===== src/rtl/sqmm_pkg.sv =====
// shared constants, types and command structs for the square matrix multiplier
`timescale 1ns / 1ps

package sqmm_pkg;

	localparam int MAX_DIM     = 4;
	localparam int FRAC_BITS   = 16;
	localparam int DATA_W      = 32;
	localparam int IDX_W       = 2;
	localparam int DIM_W       = 3;
	localparam int REQ_W       = 2;
	localparam int STORE_DEPTH = MAX_DIM * MAX_DIM;
	localparam int ADDR_W      = (STORE_DEPTH > 1) ? $clog2(STORE_DEPTH) : 1;
	localparam int PROD_W      = 2 * DATA_W;
	localparam int ACC_W       = PROD_W + $clog2(MAX_DIM) + 1;
	localparam int IN_TDATA_W  = ((2 * IDX_W + DATA_W + 7) / 8) * 8;
	localparam int OUT_TDATA_W = ((2 * IDX_W + DATA_W + 7) / 8) * 8;

	localparam logic [REQ_W-1:0] REQ_WR_FIRST  = 2'd0;
	localparam logic [REQ_W-1:0] REQ_WR_SECOND = 2'd1;
	localparam logic [REQ_W-1:0] REQ_COMPUTE   = 2'd2;

	localparam logic [DIM_W-1:0] SIZE_RESET = 3'd4;

	typedef struct packed {
		logic             wr_first;
		logic             wr_second;
		logic             issue;
		logic             acc_clear;
		logic             load_out;
		logic             last;
		logic [IDX_W-1:0] r;
		logic [IDX_W-1:0] c;
		logic [IDX_W-1:0] k;
	} sqmm_cmd_t;

	typedef struct packed {
		logic pipe_busy;
	} sqmm_stat_t;

endpackage


===== src/rtl/square_matrix_multiply.sv =====
// square matrix multiply: write beats load element stores, a compute beat streams the product
// writes: a write beat is accepted while idle, and the input stays ready for the next beat
// compute: each product element takes n reads and multiply-accumulates on the
// shared multiplier, a drain of the read and multiply stages and an output state;
// a run covers n*n elements, and the input stalls meanwhile
// reset: control state clears and matrix_size returns to 4; stores hold garbage until written
`timescale 1ns / 1ps

module square_matrix_multiply (
	input  logic                            clk,
	input  logic                            arst_n,
	input  logic                            s_tvalid,
	output logic                            s_tready,
	input  logic [sqmm_pkg::IN_TDATA_W-1:0]  s_tdata,  // row_index, col_index, element_value
	input  logic [sqmm_pkg::REQ_W-1:0]       s_tuser,  // req_type
	output logic                            m_tvalid,
	input  logic                            m_tready,
	output logic [sqmm_pkg::OUT_TDATA_W-1:0] m_tdata,  // out_row, out_col, product_value
	output logic                            m_tuser,  // saturated
	output logic                            m_tlast,  // last_element
	input  logic                            cfg_we,
	input  logic [sqmm_pkg::DIM_W-1:0]       cfg_wdata // matrix_size
);

	import sqmm_pkg::*;

	sqmm_cmd_t         cmd;
	sqmm_stat_t        stat;
	logic [IDX_W-1:0]  out_row;
	logic [IDX_W-1:0]  out_col;
	logic [DATA_W-1:0] product_value;

	sqmm_ctrl u_ctrl (
		.clk      (clk),
		.arst_n   (arst_n),
		.s_tvalid (s_tvalid),
		.s_tready (s_tready),
		.req_type (s_tuser),
		.cfg_we   (cfg_we),
		.cfg_wdata(cfg_wdata),
		.m_tvalid (m_tvalid),
		.m_tready (m_tready),
		.cmd      (cmd),
		.stat     (stat)
	);

	sqmm_datapath u_datapath (
		.clk          (clk),
		.arst_n       (arst_n),
		.cmd          (cmd),
		.stat         (stat),
		.wr_row       (s_tdata[IDX_W-1:0]),
		.wr_col       (s_tdata[2*IDX_W-1:IDX_W]),
		.wr_data      (s_tdata[2*IDX_W+DATA_W-1:2*IDX_W]),
		.out_row      (out_row),
		.out_col      (out_col),
		.product_value(product_value),
		.saturated    (m_tuser),
		.last_element (m_tlast)
	);

	assign m_tdata = {{(OUT_TDATA_W-2*IDX_W-DATA_W){1'b0}}, product_value, out_col, out_row};

endmodule


===== src/rtl/sqmm_ram.sv =====
// generic single write port ram with one registered read port
`timescale 1ns / 1ps

module sqmm_ram #(
	parameter int WIDTH = 32,
	parameter int DEPTH = 16
) (
	input  logic                                      clk,
	input  logic                                      we,
	input  logic [((DEPTH > 1) ? $clog2(DEPTH) : 1)-1:0] waddr,
	input  logic [WIDTH-1:0]                          wdata,
	input  logic [((DEPTH > 1) ? $clog2(DEPTH) : 1)-1:0] raddr,
	output logic [WIDTH-1:0]                          rdata
);

	logic [WIDTH-1:0] mem_q [DEPTH];

	always_ff @(posedge clk) begin
		if (we) begin
			mem_q[waddr] <= wdata;
		end
		rdata <= mem_q[raddr];
	end

endmodule


===== src/rtl/sqmm_ctrl.sv =====
// controller: handshakes, size register, row/column/k sequencing
`timescale 1ns / 1ps

module sqmm_ctrl (
	input  logic                      clk,
	input  logic                      arst_n,
	input  logic                      s_tvalid,
	output logic                      s_tready,
	input  logic [sqmm_pkg::REQ_W-1:0] req_type,
	input  logic                      cfg_we,
	input  logic [sqmm_pkg::DIM_W-1:0] cfg_wdata,
	output logic                      m_tvalid,
	input  logic                      m_tready,
	output sqmm_pkg::sqmm_cmd_t       cmd,
	input  sqmm_pkg::sqmm_stat_t      stat
);

	import sqmm_pkg::*;

	typedef enum logic [3:0] {
		ST_IDLE  = 4'b0001,
		ST_ISSUE = 4'b0010,
		ST_DRAIN = 4'b0100,
		ST_OUT   = 4'b1000
	} state_t;

	state_t           state_q;
	logic [DIM_W-1:0] size_q;
	logic [DIM_W-1:0] n_q;
	logic [IDX_W-1:0] r_q;
	logic [IDX_W-1:0] c_q;
	logic [IDX_W-1:0] k_q;
	logic [DIM_W-1:0] n_clamped;
	logic             accept;
	logic             k_last;
	logic             r_last;
	logic             c_last;

	always_comb begin
		if (size_q == '0) begin
			n_clamped = DIM_W'(1);
		end else if (size_q > DIM_W'(MAX_DIM)) begin
			n_clamped = DIM_W'(MAX_DIM);
		end else begin
			n_clamped = size_q;
		end
	end

	assign s_tready = (state_q == ST_IDLE);
	assign m_tvalid = (state_q == ST_OUT);
	assign accept   = s_tvalid && s_tready;
	assign k_last   = (DIM_W'(k_q) == n_q - DIM_W'(1));
	assign r_last   = (DIM_W'(r_q) == n_q - DIM_W'(1));
	assign c_last   = (DIM_W'(c_q) == n_q - DIM_W'(1));

	always_comb begin
		cmd           = '0;
		cmd.r         = r_q;
		cmd.c         = c_q;
		cmd.k         = k_q;
		cmd.last      = r_last && c_last;
		cmd.wr_first  = accept && (req_type == REQ_WR_FIRST);
		cmd.wr_second = accept && (req_type == REQ_WR_SECOND);
		cmd.issue     = (state_q == ST_ISSUE);
		cmd.load_out  = (state_q == ST_DRAIN) && !stat.pipe_busy;
		cmd.acc_clear = cmd.load_out || (accept && (req_type == REQ_COMPUTE));
	end

	always_ff @(posedge clk or negedge arst_n) begin
		if (!arst_n) begin
			size_q <= SIZE_RESET;
		end else if (cfg_we) begin
			size_q <= cfg_wdata;
		end
	end

	always_ff @(posedge clk or negedge arst_n) begin
		if (!arst_n) begin
			state_q <= ST_IDLE;
			n_q     <= DIM_W'(1);
			r_q     <= '0;
			c_q     <= '0;
			k_q     <= '0;
		end else begin
			case (state_q)
				ST_IDLE: begin
					if (accept && (req_type == REQ_COMPUTE)) begin
						n_q     <= n_clamped;
						r_q     <= '0;
						c_q     <= '0;
						k_q     <= '0;
						state_q <= ST_ISSUE;
					end
				end
				ST_ISSUE: begin
					if (k_last) begin
						k_q     <= '0;
						state_q <= ST_DRAIN;
					end else begin
						k_q <= k_q + IDX_W'(1);
					end
				end
				ST_DRAIN: begin
					// wait for the read and multiply stages to empty into the accumulator
					if (!stat.pipe_busy) begin
						state_q <= ST_OUT;
					end
				end
				ST_OUT: begin
					if (m_tready) begin
						if (r_last && c_last) begin
							state_q <= ST_IDLE;
						end else begin
							if (c_last) begin
								c_q <= '0;
								r_q <= r_q + IDX_W'(1);
							end else begin
								c_q <= c_q + IDX_W'(1);
							end
							state_q <= ST_ISSUE;
						end
					end
				end
				default: begin
					state_q <= ST_IDLE;
				end
			endcase
		end
	end

endmodule


===== src/rtl/sqmm_datapath.sv =====
// datapath: matrix stores, multiply-accumulate pipeline, saturation and output register
`timescale 1ns / 1ps

module sqmm_datapath (
	input  logic                       clk,
	input  logic                       arst_n,
	input  sqmm_pkg::sqmm_cmd_t        cmd,
	output sqmm_pkg::sqmm_stat_t       stat,
	input  logic [sqmm_pkg::IDX_W-1:0]  wr_row,
	input  logic [sqmm_pkg::IDX_W-1:0]  wr_col,
	input  logic [sqmm_pkg::DATA_W-1:0] wr_data,
	output logic [sqmm_pkg::IDX_W-1:0]  out_row,
	output logic [sqmm_pkg::IDX_W-1:0]  out_col,
	output logic [sqmm_pkg::DATA_W-1:0] product_value,
	output logic                       saturated,
	output logic                       last_element
);

	import sqmm_pkg::*;

	logic              wr_in_range;
	logic [ADDR_W-1:0] waddr;
	logic [ADDR_W-1:0] raddr_first;
	logic [ADDR_W-1:0] raddr_second;
	logic [DATA_W-1:0] rdata_first;
	logic [DATA_W-1:0] rdata_second;
	logic              rd_valid_s1;
	logic              mul_valid_s2;
	logic [PROD_W-1:0] prod_s2;
	logic [ACC_W-1:0]  acc_q;
	logic [ACC_W-1:0]  shifted;
	logic [ACC_W-32:0] shifted_hi;
	logic              sat;
	logic [DATA_W-1:0] sat_value;

	assign wr_in_range = (DIM_W'(wr_row) < DIM_W'(MAX_DIM)) &&
	                     (DIM_W'(wr_col) < DIM_W'(MAX_DIM));
	assign waddr        = ADDR_W'(wr_row) * ADDR_W'(MAX_DIM) + ADDR_W'(wr_col);
	assign raddr_first  = ADDR_W'(cmd.r) * ADDR_W'(MAX_DIM) + ADDR_W'(cmd.k);
	assign raddr_second = ADDR_W'(cmd.k) * ADDR_W'(MAX_DIM) + ADDR_W'(cmd.c);

	sqmm_ram #(
		.WIDTH(DATA_W),
		.DEPTH(STORE_DEPTH)
	) u_first_ram (
		.clk  (clk),
		.we   (cmd.wr_first && wr_in_range),
		.waddr(waddr),
		.wdata(wr_data),
		.raddr(raddr_first),
		.rdata(rdata_first)
	);

	sqmm_ram #(
		.WIDTH(DATA_W),
		.DEPTH(STORE_DEPTH)
	) u_second_ram (
		.clk  (clk),
		.we   (cmd.wr_second && wr_in_range),
		.waddr(waddr),
		.wdata(wr_data),
		.raddr(raddr_second),
		.rdata(rdata_second)
	);

	assign stat.pipe_busy = rd_valid_s1 || mul_valid_s2;

	always_ff @(posedge clk or negedge arst_n) begin
		if (!arst_n) begin
			rd_valid_s1  <= 1'b0;
			mul_valid_s2 <= 1'b0;
		end else begin
			rd_valid_s1  <= cmd.issue;
			mul_valid_s2 <= rd_valid_s1;
		end
	end

	// full-width signed product, operands sign-extended by the 64-bit target
	always_ff @(posedge clk) begin
		prod_s2 <= $signed(rdata_first) * $signed(rdata_second);
	end

	always_ff @(posedge clk) begin
		if (cmd.acc_clear) begin
			acc_q <= '0;
		end else if (mul_valid_s2) begin
			acc_q <= acc_q + {{(ACC_W-PROD_W){prod_s2[PROD_W-1]}}, prod_s2};
		end
	end

	// floor shift, then clip when the bits above the result are not all sign
	assign shifted    = $signed(acc_q) >>> FRAC_BITS;
	assign shifted_hi = shifted[ACC_W-1:31];
	assign sat        = !((&shifted_hi) || !(|shifted_hi));
	assign sat_value  = shifted[ACC_W-1] ? {1'b1, {(DATA_W-1){1'b0}}}
	                                     : {1'b0, {(DATA_W-1){1'b1}}};

	always_ff @(posedge clk) begin
		if (cmd.load_out) begin
			out_row       <= cmd.r;
			out_col       <= cmd.c;
			product_value <= sat ? sat_value : shifted[DATA_W-1:0];
			saturated     <= sat;
			last_element  <= cmd.last;
		end
	end

endmodule


===== config.mk =====
export PLATFORM = sky130hd
export DESIGN_NAME = square_matrix_multiply
export DESIGN_NICKNAME = d
export VERILOG_FILES = /design/src/rtl/sqmm_pkg.sv /design/src/rtl/square_matrix_multiply.sv /design/src/rtl/sqmm_ram.sv /design/src/rtl/sqmm_ctrl.sv /design/src/rtl/sqmm_datapath.sv
export SDC_FILE = /design/constraint.sdc
export NUM_CORES = 2
export LEC_CHECK = 0
export BUFFER_PORTS_ARGS = -buffer_cell sky130_fd_sc_hd__buf_2
export CELL_PAD_IN_SITES_DETAIL_PLACEMENT = 0
export CELL_PAD_IN_SITES_GLOBAL_PLACEMENT = 1
export CORE_ASPECT_RATIO = 0.5
export CORE_MARGIN = 4
export CORE_UTILIZATION = 50
export DETAILED_ROUTE_END_ITERATION = 8
export GPL_TIMING_DRIVEN = 1
export PLACE_DENSITY_LB_ADDON = 0.1
export REMOVE_ABC_BUFFERS = 1
export SLEW_MARGIN = 10
export SYNTH_ARGS = -nofsm -noshare
export SYNTH_HDL_FRONTEND = slang
export SYNTH_HIERARCHICAL = 1
export SYNTH_SLANG_ARGS = --single-unit

===== constraint.sdc =====
create_clock -name clk -period 9.8 [get_ports clk]
set_clock_uncertainty 0.1 [all_clocks]
set_input_delay 1.96 -clock clk [delete_from_list [all_inputs] [get_ports clk]]
set_output_delay 1.96 -clock clk [all_outputs]
set_load 0.05 [all_outputs]

==> PnR_summary.wiki <==
{| class="wikitable"
! Metric !! Value
|-
| Number of search-and-repair iterations in the first detailed-routing pass || 5
|-
| Cell Area, Synth || between 80000 and 90000 µm²
|-
| Global-route usage over all layers || between 20% and 30%
|-
| Cts-stage hold buffer count || 0
|-
| Number of cells upsized or downsized after cts || 0
|-
| Final-layout setup total negative slack || 0 ns
|-
| Number of setup buffers added after CTS || 0
|-
| Worst R2R Path Depth || 21
|-
| Num CTS Buffers || approximately 110
|-
| Setup violation total in the final timing report || 0
|-
| Number of flops mapped to enable cells by yosys || between 1000 and 1500
|-
| Register clock-pin slew on the reported worst setup and hold paths || approximately 0.070 ns
|-
| Number of cells on the worst hold path || 0
|-
| Starting density of the core || between 50 and 60%
|-
| Die ar. || between 150000 and 200000 µm²
|-
| Final critical-path share of the clock period || around 89%
|-
| Antenna violations before repair || 14
|-
| Root buffer cell || clkbuf_16
|-
| Max Freq || around 110 MHz
|-
| Total of flip-flops plus latches after synthesis || around 1300
|-
| Clock tree from TritonCTS || built
|-
| Register-to-Register Setup Slack || around 1.1 ns
|-
| Port Buffer Count || 85
|-
| Worst hold margin || between 0.2 and 0.3 ns
|-
| Total gr overflow || 0
|-
| Result of the run || completed
|-
| Final Hold Viols || 0
|-
| Count of maximum capacitance violations || 0
|-
| Number of library cell types mapped by synthesis || 104
|-
| Routed via count || approximately 51000
|-
| Endpoint of the lowest-slack register-to-register path || u_datapath/prod_s2[62]$_DFF_P_
|-
| Async set or reset register ratio after synthesis || 1.41%
|-
| Area occupied by multi-input gates || about 45000 µm²
|-
| Width of the chip || between 500 and 600 µm
|-
| Type of destination of the critical path || flip-flop
|-
| Global placement routability congestion || approximately 0.9
|-
| Cells after Synth || around 6700
|-
| Max transition margin || between 10% and 20%
|-
| Initial DRC count || between 4000 and 5000
|-
| Mean routed wirelength per cell || approximately 24 µm
|-
| Area added between synthesis and finish || 7.87%
|-
| Average cell area after synthesis || between 10 and 15 µm²
|-
| Maximum fanout along the worst path || 17
|-
| Source of the worst hold timing path || u_datapath/rd_valid_s1$_DFF_PN0_
|-
| Wire length of the first global-routing pass || 344 mm
|-
| Register Area || 36300 µm²
|-
| Critical path start-end classification || flip-flop to flip-flop
|-
| Num ports || between 90 and 100
|-
| Final net count || between 8000 and 9000
|-
| Vias per cell || 5.66
|-
| Slew at the pin with the worst max-slew slack || 1.28 ns
|-
| Required time of the critical path || roughly 10 ns
|-
| Fill cell total of the finished layout || 14300
|-
| Post-Route WL || 222 mm
|-
| RSZ-0062 raised after global routing || false
|-
| Total DRC errors in the routed layout || 0
|-
| Post-detailed-placement half-perimeter wirelength || roughly 160 mm
|-
| Share of final-layout standard cells stronger than drive strength 1 || 11.0%
|-
| Clock latency on the worst-skew pair || 0.74 ns
|-
| Commonest register cell after synthesis || edfxtp_1
|-
| Largest net degree at the start of global routing || 71
|-
| Placement Rows || around 110
|-
| Number of clock sinks || approximately 1300
|-
| Antenna viol nets, final || 0
|-
| H-tree Lvls || 3
|-
| Post-route minimum period || between 8 and 9 ns
|-
| Worst flop-to-flop path startpoint || u_datapath/u_first_ram/rdata[17]$_DFF_P_
|-
| Die height || approximately 300 µm
|-
| Sequential fraction of the synthesis area || 42.1%
|-
| Arrival @ worst endpoint || 9.25 ns
|-
| Vias in the first global route || between 50000 and 60000
|-
| Final max-slew violation count || 0
|-
| Count of warnings emitted by yosys || 6
|-
| Startpoint Class || flip-flop
|-
| Largest buffer count on any clock path || 3
|-
| Hold path endpoint || u_datapath/mul_valid_s2$_DFF_PN0_
|-
| Core area || 171000 µm²
|-
| Classification of the worst-slack hold path || flip-flop to flip-flop
|}
cells in the final DEF (no fill, tap or decap), types with 18 or more instances in the layout:
| master | synthesis | layout |
|---|---|---|
| xor2_1 | 44 | 44 |
| clkinv_1 | 3 | 18 |
| mux2i_1 | 36 | 36 |
| nand3_1 | 42 | 42 |
| xnor2_1 | 84 | 84 |
| a22oi_1 | 130 | 130 |
| a21o_1 | 65 | 65 |
| edfxtp_1 | 1062 | 1062 |
| clkinv_2 | 0 | 20 |
| nand2b_1 | 24 | 24 |
| a21oi_1 | 155 | 155 |
| buf_2 | 24 | 85 |
| o21a_1 | 18 | 18 |
| mux4_2 | 256 | 256 |
| clkbuf_1 | 268 | 25 |
| o21ai_0 | 106 | 106 |
| inv_1 | 1061 | 1060 |
| nor2b_1 | 24 | 20 |
| and2_1 | 530 | 528 |
| and3_1 | 24 | 24 |
| nand4_1 | 37 | 37 |
| dfxtp_1 | 195 | 191 |
| clkbuf_16 | 0 | 110 |
| nor3_1 | 35 | 26 |
| buf_4 | 25 | 141 |
| fa_1 | 1083 | 1083 |
| ha_1 | 251 | 251 |
| o21bai_1 | 30 | 30 |
| nand2_1 | 652 | 651 |
| nor2_1 | 172 | 146 |
| nor2_4 | 0 | 26 |
worst max-delay path: stages (launching register included):
cell and delay (ns):
dfxtp_1 1.14, buf_4 0.37, and2_1 0.16, fa_1 0.42
inv_1 0.08, fa_1 0.42, inv_1 0.09, fa_1 0.45
fa_1 0.60, fa_1 0.44, fa_1 0.48, fa_1 0.60
fa_1 0.46, ha_1 0.43, nand2_1 0.22, or3_1 0.44
or4_1 0.53, o21ai_2 0.28, a221oi_4 0.15, o31ai_1 0.47
o41ai_2 0.13, xnor2_1 0.13
synthesized netlist by cell type, types with 15 or more instances:
master / instances / area [µm²]
buf_4: 25 / 188
buf_1: 23 / 86.3
buf_2: 24 / 120
fa_1: 1083 / 21700
nor2_1: 172 / 646
xor2_1: 44 / 385
xnor2_1: 84 / 736
dfrtp_1: 15 / 375
mux2i_1: 36 / 360
clkbuf_1: 268 / 1010
o21a_1: 18 / 135
nor3_1: 35 / 175
o21ai_0: 106 / 531
a22oi_1: 130 / 976
a21oi_1: 155 / 776
nand4_1: 37 / 231
ha_1: 251 / 3140
nor2b_1: 24 / 150
dfxtp_1: 195 / 3900
inv_1: 1061 / 3980
and2_1: 530 / 3320
mux4_2: 256 / 5770
o21bai_1: 30 / 225
nand2_1: 652 / 2450
nand2b_1: 24 / 150
edfxtp_1: 1062 / 31900
a21o_1: 65 / 488
o211ai_1: 15 / 113
and3_1: 24 / 150
nand3_1: 42 / 210
how the worst max path moves through the flow:
stage | start | slack [ns] | cells past startpoint | end
final | u_datapath/u_first_ram/rdata[17]$_DFF_P_ | 1.06 | 21 | u_datapath/prod_s2[62]$_DFF_P_
after detailed placement | u_datapath/u_first_ram/rdata[17]$_DFF_P_ | 1.13 | 21 | u_datapath/prod_s2[62]$_DFF_P_
after global routing | u_datapath/u_second_ram/rdata[11]$_DFF_P_ | 0.83 | 21 | u_datapath/prod_s2[62]$_DFF_P_
after CTS | u_datapath/u_first_ram/rdata[17]$_DFF_P_ | 1.14 | 21 | u_datapath/prod_s2[62]$_DFF_P_
after floorplan | u_datapath/u_second_ram/rdata[2]$_DFF_P_ | 2.01 | 23 | u_datapath/prod_s2[62]$_DFF_P_
after global placement | u_datapath/u_first_ram/rdata[17]$_DFF_P_ | 1.18 | 21 | u_datapath/prod_s2[62]$_DFF_P_
area by class of cell:
type                    instances  area share [%]
clock inverters                63           0.685
inverters                    1066            4.31
repair buffers                226            1.60
clock buffers                 139            3.12
multi-input cells            4010            48.2
diodes                          2         0.00538
well taps                    2289            3.08
flip-flops and latches       1275            39.0
registers in the layout (all words and copies together) (netlist names), 3 cells and up:
name / cells
u_datapath/u_first_ram/mem_q: 512
u_datapath/u_second_ram/mem_q: 512
u_datapath/acc_q: 67
u_datapath/prod_s2: 64
u_datapath/product_value: 32
u_datapath/u_first_ram/rdata: 32
u_datapath/u_second_ram/rdata: 32
u_ctrl/state_q: 4
u_ctrl/n_q: 3
u_ctrl/size_q: 3
layer usage:
metal	global-route usage, %	part of all wire [%]
met1	38.4	46
met2	39.3	45
met3	3.99	6.8
met4	4.54	1.9
met5	0	0.025
stage by stage:
step | area, µm² | std cells | util [%] | setup WS (ns)
2_1_floorplan | 84800 | 6351 | - | 2.01
3_3_place_gp | 89400 | 8866 | 52.3 | 1.18
3_5_place_dp | 89400 | 8866 | 52.3 | 1.13
4_1_cts | 92900 | 9068 | 54.4 | 1.14
5_1_grt | 93000 | 9068 | 54.4 | 0.833
6_report | 93000 | 9070 | 54.4 | 1.06
logic make-up (layout without fill, tap and decap cells):
family / Yosys count / after routing / share of synthesized area, %
adders and majority gates: 1334 / 1334 / 28.8
muxes: 297 / 297 / 7.17
and+or+nand+nor: 1603 / 1603 / 9.24
other: 1 / 6 / 0.00435
DFF: 1275 / 1275 / 42.1
buffers and inverters: 1410 / 1494 / 6.32
xor gates and xnor gates: 128 / 128 / 1.30
AOI/OAI and AO/OA: 644 / 644 / 5.10
Power is left out: the tool's default activity adds up to more than one toggle a clock period on the data nets, which glitch-free logic cannot reach.
